--- config.mk ---
export PLATFORM = sky130hd
export DESIGN_NAME = ble_channel_select_alg2_top
export DESIGN_NICKNAME = d
export VERILOG_FILES = /design/src/chs_pkg.sv /design/src/chs_cfg.sv /design/src/chs_prn.sv /design/src/chs_sel.sv /design/src/ble_channel_select_alg2_top.sv
export SDC_FILE = /design/constraint.sdc
export NUM_CORES = 2
export LEC_CHECK = 0
export BUFFER_PORTS_ARGS = -buffer_cell sky130_fd_sc_hd__buf_2
export CAP_MARGIN = 20
export CORE_MARGIN = 5
export CORE_UTILIZATION = 40
export CTS_CLUSTER_DIAMETER = 30
export CTS_CLUSTER_SIZE = 14
export DETAILED_ROUTE_END_ITERATION = 16
export PLACE_DENSITY = 0.62
export SLEW_MARGIN = 20
export SYNTH_ARGS = -nofsm -noshare
export SYNTH_HDL_FRONTEND = slang
export SYNTH_SLANG_ARGS = --single-unit
--- constraint.sdc ---
create_clock -name clk -period 8.67 [get_ports clk]
set_input_delay 0.867 -clock clk [delete_from_list [all_inputs] [get_ports clk]]
set_output_delay 0.867 -clock clk [all_outputs]
set_load 0.01 [all_outputs]
--- src/chs_pkg.sv ---
package chs_pkg;

  localparam int MAP_W            = 37;
  localparam int CH_W             = 6;
  localparam int EC_W             = 16;
  localparam int AA_W             = 32;
  localparam int CFG_IDX_W        = 2;
  localparam int CFG_DATA_W       = 37;
  localparam int OUT_TDATA_W      = 8;
  localparam int DEF_NUM_CHANNELS = 37;

  typedef enum logic [CFG_IDX_W-1:0] {
    REG_ACCESS_ADDR = 2'd0,
    REG_CHANNEL_MAP = 2'd1
  } cfg_reg_t;

  typedef struct packed {
    logic [EC_W-1:0]             ident;
    logic [MAP_W-1:0]            mask;
    logic [CH_W-1:0]             count;
    logic [MAP_W-1:0][CH_W-1:0]  prefix;
  } chs_cfg_t;

  function automatic logic [7:0] rev8(input logic [7:0] v);
    logic [7:0] r;
    for (int i = 0; i < 8; i++) begin
      r[7-i] = v[i];
    end
    return r;
  endfunction

  // One round: reverse the bits of each byte, multiply by 17, add the identifier.
  function automatic logic [EC_W-1:0] prn_round(input logic [EC_W-1:0] u,
                                                input logic [EC_W-1:0] ident);
    logic [EC_W-1:0] s;
    s = {rev8(u[15:8]), rev8(u[7:0])};
    return s + {s[EC_W-5:0], 4'b0000} + ident;
  endfunction

endpackage

--- src/chs_cfg.sv ---
module chs_cfg #(
  parameter int NUM_CHANNELS = chs_pkg::DEF_NUM_CHANNELS
) (
  input  logic                            clk,
  input  logic                            rst_n,
  input  logic                            cfg_valid,
  output logic                            cfg_ready,
  input  logic [chs_pkg::CFG_IDX_W-1:0]   cfg_index,
  input  logic [chs_pkg::CFG_DATA_W-1:0]  cfg_data,
  output chs_pkg::chs_cfg_t               cfg_o
);
  import chs_pkg::*;

  logic [AA_W-1:0]             aa_r;
  logic [MAP_W-1:0]            map_r;
  logic [MAP_W-1:0]            mask_nxt;
  logic [MAP_W-1:0]            mask_r;
  logic [CH_W-1:0]             count_nxt;
  logic [CH_W-1:0]             count_r;
  logic [MAP_W-1:0][CH_W-1:0]  prefix_nxt;
  logic [MAP_W-1:0][CH_W-1:0]  prefix_r;

  assign cfg_ready = 1'b1;

  always_ff @(posedge clk) begin
    if (!rst_n) begin
      aa_r  <= '0;
      map_r <= '1;
    end else if (cfg_valid) begin
      unique case (cfg_reg_t'(cfg_index))
        REG_ACCESS_ADDR: aa_r  <= cfg_data[AA_W-1:0];
        REG_CHANNEL_MAP: map_r <= cfg_data[MAP_W-1:0];
        default: ;
      endcase
    end
  end

  always_comb begin
    for (int i = 0; i < MAP_W; i++) begin
      mask_nxt[i] = map_r[i] && (i < NUM_CHANNELS);
    end
  end

  // Number of used channels below each channel, for the remapping search.
  always_comb begin
    logic [MAP_W-1:0] lowm;
    for (int i = 0; i < MAP_W; i++) begin
      lowm          = (MAP_W'(1) << i) - MAP_W'(1);
      prefix_nxt[i] = CH_W'($countones(mask_nxt & lowm));
    end
    count_nxt = CH_W'($countones(mask_nxt));
  end

  always_ff @(posedge clk) begin
    mask_r   <= mask_nxt;
    count_r  <= count_nxt;
    prefix_r <= prefix_nxt;
  end

  assign cfg_o.ident  = aa_r[EC_W-1:0] ^ aa_r[AA_W-1:EC_W];
  assign cfg_o.mask   = mask_r;
  assign cfg_o.count  = count_r;
  assign cfg_o.prefix = prefix_r;

endmodule

--- src/chs_prn.sv ---
module chs_prn (
  input  logic                     clk,
  input  logic                     rst_n,
  input  logic                     ce,
  input  logic                     valid_i,
  input  logic [chs_pkg::EC_W-1:0] counter_i,
  input  logic [chs_pkg::EC_W-1:0] ident_i,
  output logic                     valid_o,
  output logic [chs_pkg::EC_W-1:0] prn_o
);
  import chs_pkg::*;

  logic            v1_r, v2_r, v3_r;
  logic [EC_W-1:0] x1_r, x2_r, prn_r;

  always_ff @(posedge clk) begin
    if (!rst_n) begin
      v1_r <= 1'b0;
      v2_r <= 1'b0;
      v3_r <= 1'b0;
    end else if (ce) begin
      v1_r <= valid_i;
      v2_r <= v1_r;
      v3_r <= v2_r;
    end
  end

  always_ff @(posedge clk) begin
    if (ce) begin
      x1_r  <= prn_round(counter_i ^ ident_i, ident_i);
      x2_r  <= prn_round(x1_r, ident_i);
      prn_r <= prn_round(x2_r, ident_i) ^ ident_i;
    end
  end

  assign valid_o = v3_r;
  assign prn_o   = prn_r;

endmodule

--- src/chs_sel.sv ---
module chs_sel #(
  parameter int NUM_CHANNELS = chs_pkg::DEF_NUM_CHANNELS
) (
  input  logic                     clk,
  input  logic                     rst_n,
  input  logic                     ce,
  input  logic                     valid_i,
  input  logic [chs_pkg::EC_W-1:0] prn_i,
  input  chs_pkg::chs_cfg_t        cfg_i,
  output logic                     valid_o,
  output logic [chs_pkg::CH_W-1:0] channel_o,
  output logic                     no_channel_o
);
  import chs_pkg::*;

  localparam int RECIP_SH = 22;
  localparam int RECIP    = (1 << RECIP_SH) / NUM_CHANNELS;
  localparam int QP_W     = EC_W + RECIP_SH;
  localparam int KP_W     = EC_W + CH_W;
  localparam int SEL_W    = 1 << CH_W;

  logic [QP_W-1:0]   qprod;
  logic [KP_W-1:0]   kprod;
  logic [EC_W-1:0]   qn;
  logic [EC_W-1:0]   rraw;
  logic [EC_W-1:0]   rcor;
  logic [SEL_W-1:0]  mask_ext;
  logic              hit;
  logic [CH_W-1:0]   remap_ch;
  logic [CH_W-1:0]   chan_nxt;

  logic              v4_r, v5_r, out_valid_r;
  logic [EC_W-1:0]   prn4_r, q4_r;
  logic [CH_W-1:0]   k4_r, k5_r, r5_r, chan_r;
  logic              empty4_r, empty5_r, no_channel_r;

  // Remainder by a reciprocal estimate that is at most one below the quotient.
  assign qprod = QP_W'(prn_i) * QP_W'(RECIP);
  assign kprod = KP_W'(prn_i) * KP_W'(cfg_i.count);

  assign qn   = EC_W'(q4_r * EC_W'(NUM_CHANNELS));
  assign rraw = prn4_r - qn;
  assign rcor = (rraw >= EC_W'(NUM_CHANNELS)) ? rraw - EC_W'(NUM_CHANNELS) : rraw;

  assign mask_ext = SEL_W'(cfg_i.mask);
  assign hit      = mask_ext[r5_r];

  always_comb begin
    remap_ch = '0;
    for (int i = 0; i < MAP_W; i++) begin
      if (cfg_i.mask[i] && (cfg_i.prefix[i] == k5_r)) begin
        remap_ch = remap_ch | CH_W'(i);
      end
    end
  end

  always_comb begin
    if (empty5_r) begin
      chan_nxt = '0;
    end else if (hit) begin
      chan_nxt = r5_r;
    end else begin
      chan_nxt = remap_ch;
    end
  end

  always_ff @(posedge clk) begin
    if (!rst_n) begin
      v4_r        <= 1'b0;
      v5_r        <= 1'b0;
      out_valid_r <= 1'b0;
    end else if (ce) begin
      v4_r        <= valid_i;
      v5_r        <= v4_r;
      out_valid_r <= v5_r;
    end
  end

  always_ff @(posedge clk) begin
    if (ce) begin
      prn4_r       <= prn_i;
      q4_r         <= qprod[QP_W-1:RECIP_SH];
      k4_r         <= kprod[KP_W-1:EC_W];
      empty4_r     <= (cfg_i.count == '0);
      r5_r         <= rcor[CH_W-1:0];
      k5_r         <= k4_r;
      empty5_r     <= empty4_r;
      chan_r       <= chan_nxt;
      no_channel_r <= empty5_r;
    end
  end

  assign valid_o      = out_valid_r;
  assign channel_o    = chan_r;
  assign no_channel_o = no_channel_r;

`ifndef NO_ASSERTIONS
  a_rem_range: assert property (@(posedge clk) disable iff (!rst_n)
    v5_r |-> (r5_r < NUM_CHANNELS))
    else $error("channel remainder out of range");

  a_empty_zero: assert property (@(posedge clk) disable iff (!rst_n)
    (out_valid_r && no_channel_r) |-> (chan_r == '0))
    else $error("empty map must give channel zero");

  a_chan_range: assert property (@(posedge clk) disable iff (!rst_n)
    (out_valid_r && !no_channel_r) |-> (chan_r < NUM_CHANNELS))
    else $error("selected channel out of range");
`endif

endmodule

--- src/ble_channel_select_alg2_top.sv ---
// Bluetooth LE data channel selection (algorithm 2): each event counter transfer on the input
// yields one channel transfer on the output. The block is a six-stage pipeline (three stages
// for the pseudo-random rounds, two for the reciprocal remainder and the remap index, one for
// the map lookup and remapping), so it takes one counter every clock cycle while the output is
// not stalled; a stall on the output freezes every stage.
// The channel identifier, used-channel count and per-channel prefix counts are derived from
// the configuration registers, so configuration writes must be made while no transfer is in
// flight.
module ble_channel_select_alg2_top #(
  parameter int NUM_CHANNELS = chs_pkg::DEF_NUM_CHANNELS
) (
  input  logic                             clk,
  input  logic                             rst_n,
  input  logic                             in_tvalid,
  output logic                             in_tready,
  input  logic [chs_pkg::EC_W-1:0]         in_tdata,   // [15:0] event_counter
  output logic                             out_tvalid,
  input  logic                             out_tready,
  output logic [chs_pkg::OUT_TDATA_W-1:0]  out_tdata,  // [5:0] channel, [7:6] zero
  output logic [0:0]                       out_tuser,  // [0] no_channel
  input  logic                             cfg_valid,
  output logic                             cfg_ready,
  input  logic [chs_pkg::CFG_IDX_W-1:0]    cfg_index,
  input  logic [chs_pkg::CFG_DATA_W-1:0]   cfg_data
);
  import chs_pkg::*;

  chs_cfg_t        cfg;
  logic            ce;
  logic            prn_valid;
  logic [EC_W-1:0] prn;
  logic [CH_W-1:0] channel;
  logic            no_channel;

  assign ce        = !out_tvalid || out_tready;
  assign in_tready = ce;

  chs_cfg #(
    .NUM_CHANNELS(NUM_CHANNELS)
  ) u_cfg (
    .clk       (clk),
    .rst_n     (rst_n),
    .cfg_valid (cfg_valid),
    .cfg_ready (cfg_ready),
    .cfg_index (cfg_index),
    .cfg_data  (cfg_data),
    .cfg_o     (cfg)
  );

  chs_prn u_prn (
    .clk       (clk),
    .rst_n     (rst_n),
    .ce        (ce),
    .valid_i   (in_tvalid),
    .counter_i (in_tdata),
    .ident_i   (cfg.ident),
    .valid_o   (prn_valid),
    .prn_o     (prn)
  );

  chs_sel #(
    .NUM_CHANNELS(NUM_CHANNELS)
  ) u_sel (
    .clk          (clk),
    .rst_n        (rst_n),
    .ce           (ce),
    .valid_i      (prn_valid),
    .prn_i        (prn),
    .cfg_i        (cfg),
    .valid_o      (out_tvalid),
    .channel_o    (channel),
    .no_channel_o (no_channel)
  );

  assign out_tdata = {{(OUT_TDATA_W-CH_W){1'b0}}, channel};
  assign out_tuser = no_channel;

endmodule
==> summary.md <==
• finished clean — outcome
• 58400 um — HPWL reported at the end of detailed placement
• 0 — final slew viol count
• 72 — I/O Pins
• reg -> reg — Critical Setup Path Class
• sky130_fd_sc_hd__dfxtp_1 — most used flip-flop cell after synthesis
• 6860 ps — post-layout minimum cycle time
• sky130_fd_sc_hd__fa_1 — library cell with the largest summed area after synthesis
• 17.6 um — average wire per cell in the routed design
• 0 — remaining number of nets flagged by the antenna check after routing
• 3 — buffers from clock root to sink, at most
• 0 — Hold Violations, Final
• 0 ps — Sum Neg Setup Slack
• 2 — antenna violations before repair
• 650 ps — clock latency at the later pin of the worst-skew pair
• adder cells — delay-heaviest family, CP
• sky130_fd_sc_hd__clkbuf_16 — Root Buffer Master
• 5 — router iterations before antenna repair
• 4281 — number of cells in the finished layout apart from fillers
• 4110 — # placed instances
• 0 — GRT Residual Overflow
• 0.402 — initial core utilization
• 0 — final setup violation count
• 74 — unique cell type count in the Yosys netlist
• 0 — max-capacitance violation count
• ha_1, inv_1, fa_1, inv_1, ha_1, fa_1, inv_1, fa_1, inv_1, ha_1, buf_4, inv_1, fa_1, inv_1, ha_1, fa_1, ha_1, inv_1, o21bai_1, nand3_1, xnor2_1 — ordered cell list for the critical path
• 68 — count of port buffers added during placement
• 404 — post-synthesis register bit count
• 50 ps — CTS clock-pin slew for the worst setup and hold paths
• 7310 ps — arrival time reported for the critical path endpoint
• flop — category of the worst setup path launch point
• 75300 um — Routed Wire Length
• 14 — CP max FO
• sky130_fd_sc_hd__fa_1 20%, sky130_fd_sc_hd__dfxtp_1 20%, sky130_fd_sc_hd__ha_1 15%, sky130_fd_sc_hd__edfxtp_1 9.9%, sky130_fd_sc_hd__inv_1 7.4% — leading post-synthesis cells by cell area
• 8 — Buf/Inv on CP
• 21800 — number of global-route vias before repair
• 404 — # clock sinks
• 0.791 — Final Cycle Share
• 3 — total number of H-tree levels
• yes — CTS tree
• 288 um — Die H
• 0 — count of synthesis-stage warnings from yosys
• 83100 sq um — die outline area
• 0 — setup repair bufs after CTS
• 31000 sq um — Syn Std Cell Area
• 20800 — number of vias in the routed layout
• 102 — number of flops mapped to enable cells by yosys
• 4.86 — post-DR vias/cell
• no — setup repair after global routing missed its margin
• 121000 um — global-route wire length before repair
• flop — element type at the critical path end
• 7321 — number of inserted filler cells in the final layout
• reg -> reg — worst min path class
• 900 ps — Slowest Stage Delay on Critical Path
• sky130_fd_sc_hd__fa_1 — slowest cell on the critical path
• 102 — count of standard-cell rows
• 76 — pin count of the biggest net entering global routing
• sky130_fd_sc_hd__inv_1 — cell with the most instances on the worst path
• 0.199 — area share of the largest cell type after synthesis
• 288 um — Die X-Extent
• 77100 sq um — core region area
• 146 MHz — FMAX
• 10.2 sq um — Post-Synthesis Mean Instance Area
• 3043 — number of instances in the synthesized netlist
• 610 x sky130_fd_sc_hd__inv_1, 360 x sky130_fd_sc_hd__ha_1, 308 x sky130_fd_sc_hd__fa_1 — commonest cells after routing, fill and taps aside
• 0 — count of hold buffers inserted by post-cts repair
• 0.186 — global-route usage over all layers
• 0 — post-CTS resize count
• sky130_fd_sc_hd__inv_1 — leading cell type in the layout, fill and taps excluded
• 91 — cts bufs inserted
• 0.0858 — share of layout cells above drive strength 1
• 3891 — final net count
• 15.8% — area growth from synthesis to layout
• 1000 ps — Slew @ Worst Pin
• 0.294 — share of synthesized area occupied by flip-flops and latches
• 0.889 — Final Wtd Congestion
• 61.5 ps — worst setup skew after layout
• 0 — number of remaining DRC errors
• 0.331 — headroom to the max-slew limit
• 1116 — iteration-0 DRC count of the detailed router
• 9120 ps — data required time at the worst endpoint
• 0 — async set-or-reset flop fraction in the synthesized netlist
[Yosys cell counts (45+ instances only)]
master	n
sky130_fd_sc_hd__ha_1	360
sky130_fd_sc_hd__fa_1	308
sky130_fd_sc_hd__xnor2_1	234
sky130_fd_sc_hd__xor2_1	154
sky130_fd_sc_hd__a21o_1	50
sky130_fd_sc_hd__nor2_1	74
sky130_fd_sc_hd__edfxtp_1	102
sky130_fd_sc_hd__nand2_1	243
sky130_fd_sc_hd__dfxtp_1	302
sky130_fd_sc_hd__a21oi_1	80
sky130_fd_sc_hd__inv_1	611
sky130_fd_sc_hd__nand3_1	45
[per-layer routing]
layer / up-vias / GRT usage / share of wire
li1: 10100 / - / -
met1: 10100 / 0.262 / 0.46
met2: 545 / 0.291 / 0.45
met3: 129 / 0.0373 / 0.063
met4: 0 / 0.0537 / 0.028
met5: - / 0 / 0
[path summary, 6_finish.rpt]
check	slack, ps	start	end	cells after the start
max	1810	u_cfg.map_r[0]	u_cfg.count_r[5]	21
min	350	u_cfg.map_r[27]	u_cfg.mask_r[27]	0
max reg2reg	1810	u_cfg.map_r[0]	u_cfg.count_r[5]	21
min reg2reg	350	u_cfg.map_r[27]	u_cfg.mask_r[27]	0
[metrics by stage]
step / utilization / instance area, sq um / hold WS [ps] / setup slack [ps]
after global placement: 0.422 / 32500 / 333 / 2050
after floorplan: - / 31000 / 331 / 2220
after detailed placement: 0.422 / 32500 / 336 / 1920
after global routing: 0.465 / 35800 / 353 / 1510
final: 0.465 / 35800 / 347 / 1810
after CTS: 0.465 / 35800 / 347 / 1800
[state kept, by name, summed over array words and instances (netlist names), 6 cells and up]
signal           cells
u_cfg.cfg_o        184
u_cfg.map_r         37
u_cfg.mask_r        37
u_cfg.aa_r          32
u_prn.prn_o         16
u_prn.x1_r          16
u_prn.x2_r          16
u_sel.prn4_r        16
u_sel.q4_r          11
u_cfg.count_r        6
u_sel.channel_o      6
u_sel.k4_r           6
u_sel.k5_r           6
u_sel.r5_r           6
[logic make-up (layout without fill, tap and decap cells)]
kind of cell | after synthesis | count (layout) | share of synthesized area
compound gates | 336 | 336 | 0.0732
simple gates | 547 | 547 | 0.0844
fa+ha+maj | 668 | 668 | 0.345
buf+inv | 682 | 878 | 0.0840
other cells | 2 | 4 | 0.000243
flops | 404 | 404 | 0.294
xor+xnor | 388 | 388 | 0.110
mux | 16 | 16 | 0.00978
[final cells by class]
class | instances | area [sq um] | area share
Inverter | 613 | 2300 | 0.0643
Antenna cell | 1 | 2.50 | 0.0000698
Clock inverter | 53 | 779 | 0.0217
Timing Repair Buffer | 95 | 543 | 0.0151
Multi-Input combinational cell | 1958 | 19300 | 0.538
Sequential cell | 404 | 9110 | 0.254
Tap cell | 1040 | 1300 | 0.0363
Clock buffer | 117 | 2530 | 0.0705
Power is left out: the tool's default activity adds up to more than one toggle a clock period on the data nets, which glitch-free logic cannot reach.
